==> src/sv/psk_pkg.sv <==
// Shared constants, types and codes of the priority spread sketch.
package psk_pkg;

  localparam int BITMAP_BITS  = 65536;
  localparam int BM_W         = 16;
  localparam int NUM_BUCKETS  = 1024;
  localparam int BKT_W        = 10;
  localparam int BUCKET_SLOTS = 4;
  localparam int SLOT_W       = 2;
  localparam int FILL_W       = 3;
  localparam int SKETCH_ROWS  = 3;
  localparam int SKETCH_WIDTH = 1024;
  localparam int COL_W        = 10;
  localparam int ROW_W        = 2;
  localparam int SK_DEPTH     = SKETCH_ROWS * SKETCH_WIDTH;
  localparam int SK_AW        = ROW_W + COL_W;
  localparam int EST_W        = 40;
  localparam int ZC_W         = 17;
  localparam int INC_W        = 25;
  localparam int CNT_W        = 32;
  localparam int CLR_W        = 16;
  localparam int PRIO_W       = 16;

  localparam int CFG_IDX_W  = 3;
  localparam int CFG_DATA_W = 64;

  localparam logic [CFG_IDX_W-1:0] REG_THRESHOLD  = 3'd0;
  localparam logic [CFG_IDX_W-1:0] REG_BM_SEED    = 3'd1;
  localparam logic [CFG_IDX_W-1:0] REG_BKT_SEED   = 3'd2;
  localparam logic [CFG_IDX_W-1:0] REG_IDX_SEED01 = 3'd3;
  localparam logic [CFG_IDX_W-1:0] REG_IDX_SEED2  = 3'd4;
  localparam logic [CFG_IDX_W-1:0] REG_SGN_SEED01 = 3'd5;
  localparam logic [CFG_IDX_W-1:0] REG_SGN_SEED2  = 3'd6;

  localparam logic [31:0] MM_C1 = 32'hcc9e2d51;
  localparam logic [31:0] MM_C2 = 32'h1b873593;
  localparam logic [31:0] MM_E  = 32'he6546b64;
  localparam logic [31:0] MM_C3 = 32'h85ebca6b;
  localparam logic [31:0] MM_C4 = 32'hc2b2ae35;

  typedef enum logic [1:0] {HSEL_BITMAP, HSEL_BUCKET, HSEL_INDEX, HSEL_SIGN} hsel_e;
  typedef enum logic [1:0] {CAP_NONE, CAP_BIT, CAP_BKT, CAP_COL} cap_e;

  typedef struct packed {
    logic        operation;
    logic [31:0] source_label;
    logic [31:0] dest_label;
    logic [15:0] packet_priority;
  } in_item_t;

  typedef struct packed {
    logic [31:0] spread_estimate;
    logic        new_distinct;
    logic        from_bucket;
  } out_item_t;

  typedef struct packed {
    logic [31:0]       label;
    logic [EST_W-1:0]  est;
    logic [PRIO_W-1:0] prio;
  } slot_t;

  typedef slot_t [BUCKET_SLOTS-1:0] slot_row_t;

  typedef struct packed {
    logic             in_load;
    logic             hash_start;
    hsel_e            hsel;
    logic [ROW_W-1:0] row;
    cap_e             cap;
    logic             bm_rd;
    logic             bm_wr;
    logic             zc_dec;
    logic             div_start;
    logic             bkt_rd;
    logic             bkt_wr;
    logic             spill_src;
    logic             spill_slot;
    logic             sk_rd;
    logic             sk_wr;
    logic             med_cap;
    logic             clr_en;
    logic             out_load;
  } ctrl_cmd_t;

  typedef struct packed {
    logic hash_done;
    logic div_done;
    logic bm_bit;
    logic is_query;
    logic prio_hi;
    logic hit;
    logic has_free;
    logic evict;
    logic clr_last;
    logic out_busy;
  } dp_status_t;

endpackage

==> src/sv/psk_ctrl.sv <==
// Controller: sequences clearing, hashing, bitmap, bucket and sketch steps per item.
module psk_ctrl (
  input  logic                 clk_i,
  input  logic                 rst_ni,
  input  logic                 in_valid_i,
  output logic                 in_ready_o,
  input  psk_pkg::dp_status_t  sts_i,
  output psk_pkg::ctrl_cmd_t   cmd_o
);
  import psk_pkg::*;

  localparam logic [4:0] S_CLEAR   = 5'd0;
  localparam logic [4:0] S_IDLE    = 5'd1;
  localparam logic [4:0] S_BM_H    = 5'd2;
  localparam logic [4:0] S_BM_HW   = 5'd3;
  localparam logic [4:0] S_BM_RD   = 5'd4;
  localparam logic [4:0] S_BM_CHK  = 5'd5;
  localparam logic [4:0] S_DIV     = 5'd6;
  localparam logic [4:0] S_DIVW    = 5'd7;
  localparam logic [4:0] S_BKT_H   = 5'd8;
  localparam logic [4:0] S_BKT_HW  = 5'd9;
  localparam logic [4:0] S_BKT_RD  = 5'd10;
  localparam logic [4:0] S_BKT_CHK = 5'd11;
  localparam logic [4:0] S_SK_H    = 5'd12;
  localparam logic [4:0] S_SK_HW   = 5'd13;
  localparam logic [4:0] S_SK_RD   = 5'd14;
  localparam logic [4:0] S_SK_USE  = 5'd15;
  localparam logic [4:0] S_SG_H    = 5'd16;
  localparam logic [4:0] S_SG_HW   = 5'd17;
  localparam logic [4:0] S_FIN     = 5'd18;

  localparam logic [ROW_W-1:0] LAST_ROW = ROW_W'(SKETCH_ROWS - 1);

  logic [4:0]       state_q, state_d;
  logic [ROW_W-1:0] row_q, row_d;

  always_comb begin
    state_d    = state_q;
    row_d      = row_q;
    cmd_o      = '0;
    cmd_o.row  = row_q;
    cmd_o.hsel = HSEL_BITMAP;
    cmd_o.cap  = CAP_NONE;
    in_ready_o = 1'b0;
    unique case (state_q)
      S_CLEAR: begin
        cmd_o.clr_en = 1'b1;
        if (sts_i.clr_last) begin
          state_d = S_IDLE;
        end
      end
      S_IDLE: begin
        in_ready_o = 1'b1;
        if (in_valid_i) begin
          cmd_o.in_load = 1'b1;
          row_d         = '0;
          state_d       = S_BM_H;
        end
      end
      S_BM_H: begin
        if (sts_i.is_query) begin
          state_d = S_BKT_H;
        end else begin
          cmd_o.hash_start = 1'b1;
          state_d          = S_BM_HW;
        end
      end
      S_BM_HW: begin
        if (sts_i.hash_done) begin
          cmd_o.cap = CAP_BIT;
          state_d   = S_BM_RD;
        end
      end
      S_BM_RD: begin
        cmd_o.bm_rd = 1'b1;
        state_d     = S_BM_CHK;
      end
      S_BM_CHK: begin
        if (sts_i.bm_bit) begin
          state_d = S_FIN;
        end else begin
          cmd_o.bm_wr  = 1'b1;
          cmd_o.zc_dec = 1'b1;
          state_d      = S_DIV;
        end
      end
      S_DIV: begin
        cmd_o.div_start = 1'b1;
        state_d         = S_DIVW;
      end
      S_DIVW: begin
        if (sts_i.div_done) begin
          if (sts_i.prio_hi) begin
            state_d = S_BKT_H;
          end else begin
            cmd_o.spill_src = 1'b1;
            state_d         = S_SK_H;
          end
        end
      end
      S_BKT_H: begin
        cmd_o.hsel       = HSEL_BUCKET;
        cmd_o.hash_start = 1'b1;
        state_d          = S_BKT_HW;
      end
      S_BKT_HW: begin
        if (sts_i.hash_done) begin
          cmd_o.cap = CAP_BKT;
          state_d   = S_BKT_RD;
        end
      end
      S_BKT_RD: begin
        cmd_o.bkt_rd = 1'b1;
        state_d      = S_BKT_CHK;
      end
      S_BKT_CHK: begin
        if (sts_i.is_query) begin
          if (sts_i.hit) begin
            state_d = S_FIN;
          end else begin
            cmd_o.spill_src = 1'b1;
            state_d         = S_SK_H;
          end
        end else if (sts_i.hit || sts_i.has_free) begin
          cmd_o.bkt_wr = 1'b1;
          state_d      = S_FIN;
        end else if (sts_i.evict) begin
          cmd_o.bkt_wr     = 1'b1;
          cmd_o.spill_slot = 1'b1;
          state_d          = S_SK_H;
        end else begin
          cmd_o.spill_src = 1'b1;
          state_d         = S_SK_H;
        end
      end
      S_SK_H: begin
        cmd_o.hsel       = HSEL_INDEX;
        cmd_o.hash_start = 1'b1;
        state_d          = S_SK_HW;
      end
      S_SK_HW: begin
        if (sts_i.hash_done) begin
          cmd_o.cap = CAP_COL;
          state_d   = S_SK_RD;
        end
      end
      S_SK_RD: begin
        cmd_o.sk_rd = 1'b1;
        state_d     = S_SK_USE;
      end
      S_SK_USE: begin
        if (sts_i.is_query) begin
          cmd_o.med_cap = 1'b1;
          if (row_q == LAST_ROW) begin
            state_d = S_FIN;
          end else begin
            row_d   = row_q + ROW_W'(1);
            state_d = S_SK_H;
          end
        end else begin
          state_d = S_SG_H;
        end
      end
      S_SG_H: begin
        cmd_o.hsel       = HSEL_SIGN;
        cmd_o.hash_start = 1'b1;
        state_d          = S_SG_HW;
      end
      S_SG_HW: begin
        if (sts_i.hash_done) begin
          cmd_o.sk_wr = 1'b1;
          if (row_q == LAST_ROW) begin
            state_d = S_FIN;
          end else begin
            row_d   = row_q + ROW_W'(1);
            state_d = S_SK_H;
          end
        end
      end
      S_FIN: begin
        if (!sts_i.out_busy) begin
          cmd_o.out_load = 1'b1;
          state_d        = S_IDLE;
        end
      end
      default: state_d = S_CLEAR;
    endcase
  end

  always_ff @(posedge clk_i or negedge rst_ni) begin
    if (!rst_ni) begin
      state_q <= S_CLEAR;
      row_q   <= '0;
    end else begin
      state_q <= state_d;
      row_q   <= row_d;
    end
  end

  a_out_free: assert property (@(posedge clk_i) disable iff (!rst_ni)
    cmd_o.out_load |-> !sts_i.out_busy)
    else $error("result loaded over a pending transfer");
  a_bm_new: assert property (@(posedge clk_i) disable iff (!rst_ni)
    cmd_o.bm_wr |-> !sts_i.bm_bit)
    else $error("bitmap written for a bit already set");
  a_div_after_dec: assert property (@(posedge clk_i) disable iff (!rst_ni)
    cmd_o.div_start |-> $past(cmd_o.zc_dec))
    else $error("divide started without zero count update");
  a_evict_only: assert property (@(posedge clk_i) disable iff (!rst_ni)
    (cmd_o.bkt_wr && !sts_i.hit && !sts_i.has_free) |-> sts_i.evict)
    else $error("full bucket overwritten without eviction");
endmodule

==> config.mk <==
export PLATFORM = sky130hd
export DESIGN_NAME = psk_ctrl
export DESIGN_NICKNAME = d
export VERILOG_FILES = /design/src/sv/psk_pkg.sv /design/src/sv/psk_ctrl.sv
export SDC_FILE = /design/constraint.sdc
export NUM_CORES = 1
export LEC_CHECK = 0
export BUFFER_PORTS_ARGS = -buffer_cell sky130_fd_sc_hd__buf_4
export CELL_PAD_IN_SITES_DETAIL_PLACEMENT = 0
export CELL_PAD_IN_SITES_GLOBAL_PLACEMENT = 1
export CORE_ASPECT_RATIO = 0.8
export CORE_MARGIN = 5
export CORE_UTILIZATION = 34
export DETAILED_ROUTE_END_ITERATION = 16
export GPL_ROUTABILITY_DRIVEN = 0
export HOLD_SLACK_MARGIN = 0.12
export PLACE_DENSITY = 0.82
export SLEW_MARGIN = 20
export SYNTH_ARGS = -nofsm -noshare
export SYNTH_HDL_FRONTEND = slang
export SYNTH_SLANG_ARGS = --single-unit
==> constraint.sdc <==
create_clock -name clk_i -period 2.2 [get_ports clk_i]
set_input_delay 0.33 -clock clk_i [delete_from_list [all_inputs] [get_ports clk_i]]
set_output_delay 0.33 -clock clk_i [all_outputs]
set_load 0.05 [all_outputs]
==> flow_summary_export.csv <==
group,metric,value,unit
pwr,ir_drop,853,uV
synth,synth_seq_area_share,0.189,
layout,stdcell_area,0.00144,sq mm
synth,synth_fp_nets,141,
layout,syn_to_final_growth,55.3,%
placement,place_ws,0.157,ns
clock_network,cts_max_level,1,
layout,diodes,0,
drt,ant_nets,0,
synth,synth_edf_count,0,
synth,synth_top_family_by_area,"simple AND/OR/NAND/NOR gates",
layout,final_common_cell,"buf_4",
floorplan,die_w,68.4,um
synth,synth-async-reset-ratio,1.00,
layout,drive_gt1_frac,0.512,
synth,synth_xor_area_frac,0.0189,
critical_path,arrival,1.80,ns
synth,synth-compound-area-share,0.236,
synth,synth-main-ff-cell,"dfrtp_1",
critical_path,crit_fanout,8,
sta,fin_crit_sh,0.967,
critical_path,cp-end-kind,"output port",
drt,vias_per_cell,5.57,
pwr,total_power,2.12,mW
global_route,overflow,0,
clock_network,root_buffer,"clkbuf_4",
synth,synth-seq-cells,7,
critical_path,crit_start,"state_q[4]$_DFFE_PN0P_",
drt,drc,0,
hold_path,holdCritPathClass,"primary input to asynchronous set/reset pin",
clock_network,cts_inserted_buffers,3,
pwr,leakage,0.609,nW
global_route,grt_use_total,0.168,
global_route,grt_max_degree,22,
drt,drt-met1-wl,1.49,mm
run,drv_cap,0,
clock_network,cts_buffer_depth,2,
drt,wirelength,3.19,mm
layout,nNetsFinal,181,
sta,finalSetupTns,0,ns
sta,final-setup-viol-count,0,
critical_path,r2r_cells,5,
pwr,power.density,1470,mW/mm^2
sta,relSlewSlack,0.739,
synth,synth.avg_cell_area,7.31,sq um
drt,num_vias,1136,
floorplan,fp.coreArea,0.00268,sq mm
floorplan,floorplan.initialDensity,0.346,
drt,top_layer,"met3",
sta,fmax,470,MHz
clock_network,cts_tree,"yes",
sta,setup_slack,0.0732,ns
sta,finalHoldViolCount,0,
floorplan,die_area,0.00388,sq mm
global_route,grt_pass1_wl,5.22,mm
drt,post_drt_wl_per_cell,15.6,um
synth,synthAdderAreaFrac,0.0135,
global_route,antenna_found_initial,0,
placement,placed_area,0.00138,sq mm
critical_path,r2r-start,"state_q[4]$_DFFE_PN0P_",
floorplan,rows,17,
run_status,run_status,"finished clean",
synth,syn_area,928,sq um
clock_network,cts_setup_buffers,0,
synth,synth_warnings,0,
layout,final_cell_mix,"buf_4, nor2_1, o21ai_0",
synth,synthMuxAreaShare,0.0728,
drt,met3_length,176,um
critical_path,r2r_slack,0.13,ns
critical_path,path_class,"register to output port",
synth,synthSimpleGateAreaFrac,0.379,
sta,worst_pin_slew,0.391,ns
sta,rsz0062_at_grt,"no",
clock_network,cts_sinks,7,
sta,fin_crit,2.13,ns
sta,finClkSkew,0.00320,ns
synth,synth.distinct_cells,41,
drt,drt_iter0_drc,56,
critical_path,rr_endpoint,"state_q[0]$_DFFE_PN0P_",
global_route,grt_pass1_vias,1082,
drt,wl_met2,1.52,mm
clock_network,clkTransAtPathRegs,0.05,ns
critical_path,setup.worst_path.start_class,"register",
placement,numPortBuffers,34,
synth,syn_inst,127,
clock_network,clk_latency,0.24,ns
floorplan,ios,35,
sta,hold_slack,0.436,ns
floorplan,die-height,56.7,um
critical_path,worstPathRequired,1.87,ns
drt,dr.pass1.iters,4,
placement,place_hpwl,2.46,mm
sta,finalMaxSlewViolations,0,
## Yosys cell counts, drive strengths merged, types with 2 or more instances
cell / count / share of area
nand4b: 3 / 0.028
nor4b: 2 / 0.019
or3: 2 / 0.015
nor3: 12 / 0.070
or4: 2 / 0.020
dfrtp: 7 / 0.19
mux2: 6 / 0.073
inv: 7 / 0.028
and2: 2 / 0.013
nor2: 13 / 0.053
buf: 4 / 0.027
o21ai: 9 / 0.049
a211oi: 4 / 0.032
a2111oi: 2 / 0.019
clkbuf: 9 / 0.036
o41ai: 2 / 0.019
or3b: 2 / 0.019
a21oi: 6 / 0.032
nor4: 4 / 0.027
nand2: 8 / 0.032
nand2b: 6 / 0.043
## repair_timing
action	4_1_cts	5_1_grt
hold endpoints to repair	7	0
hold buffers	1	0
setup endpoints to repair	2	2
pin swaps	0	0
gates resized for setup	2	7
## report_power, final
group          internal (mW)  total [mW]  switching [mW]  leakage (nW)
combinational          0.676        1.75            1.07         0.506
sequential             0.189       0.266          0.0768        0.0880
clock                 0.0689       0.112          0.0431        0.0150
## critical path: stages, from the launching register on
cell and delay [ns]:
dfrtp_2 0.44, nand4b_1 0.23, nor4b_2 0.31, o21ai_0 0.23, o41ai_4 0.08, buf_4 0.24
## worst max-delay path by stage
stage / cells past startpoint / endpoint / slack (ns)
6_report: 5 / cmd_o[6] / 0.07
4_1_cts: 4 / cmd_o[3] / 0.01
3_3_place_gp: 5 / state_q[0]$_DFFE_PN0P_ / 0.23
3_5_place_dp: 5 / state_q[0]$_DFFE_PN0P_ / 0.16
2_1_floorplan: 4 / cmd_o[7] / -0.16
5_1_grt: 5 / cmd_o[6] / 0.01
## metal layers
layer / track usage / vias to the layer above
met5: 0 / -
met4: 0.0170 / 0
met3: 0.0160 / 0
met2: 0.272 / 36
met1: 0.245 / 547
li1: - / 553
## through the flow
step / cells / utilization
6_report: 204 / 0.538
5_1_grt: 204 / 0.538
4_1_cts: 204 / 0.530
3_5_place_dp: 199 / 0.513
3_3_place_gp: 199 / 0.513
2_1_floorplan: 127 / -
## flip-flops by register name, indices dropped and copies added (netlist names)
register and flops:
state_q 5, row_q 2
## cell type report
cell class	instances	area, sq um
inverter	7	26.3
fill	264	1240
tap	38	47.5
timing repair buffer	48	378
clock buffer	4	26.3
multi-input combinational	100	786
sequential	7	178
## cell families after synthesis
family                   after synthesis
flip-flops                             7
XOR/XNOR                               2
AND/OR/NAND/NOR                       60
adder cells (fa/ha/maj)                1
buffers and inverters                 20
multiplexers                           6
AO/OA/AOI/OAI                         31
(Power assumes the default switching activity.)
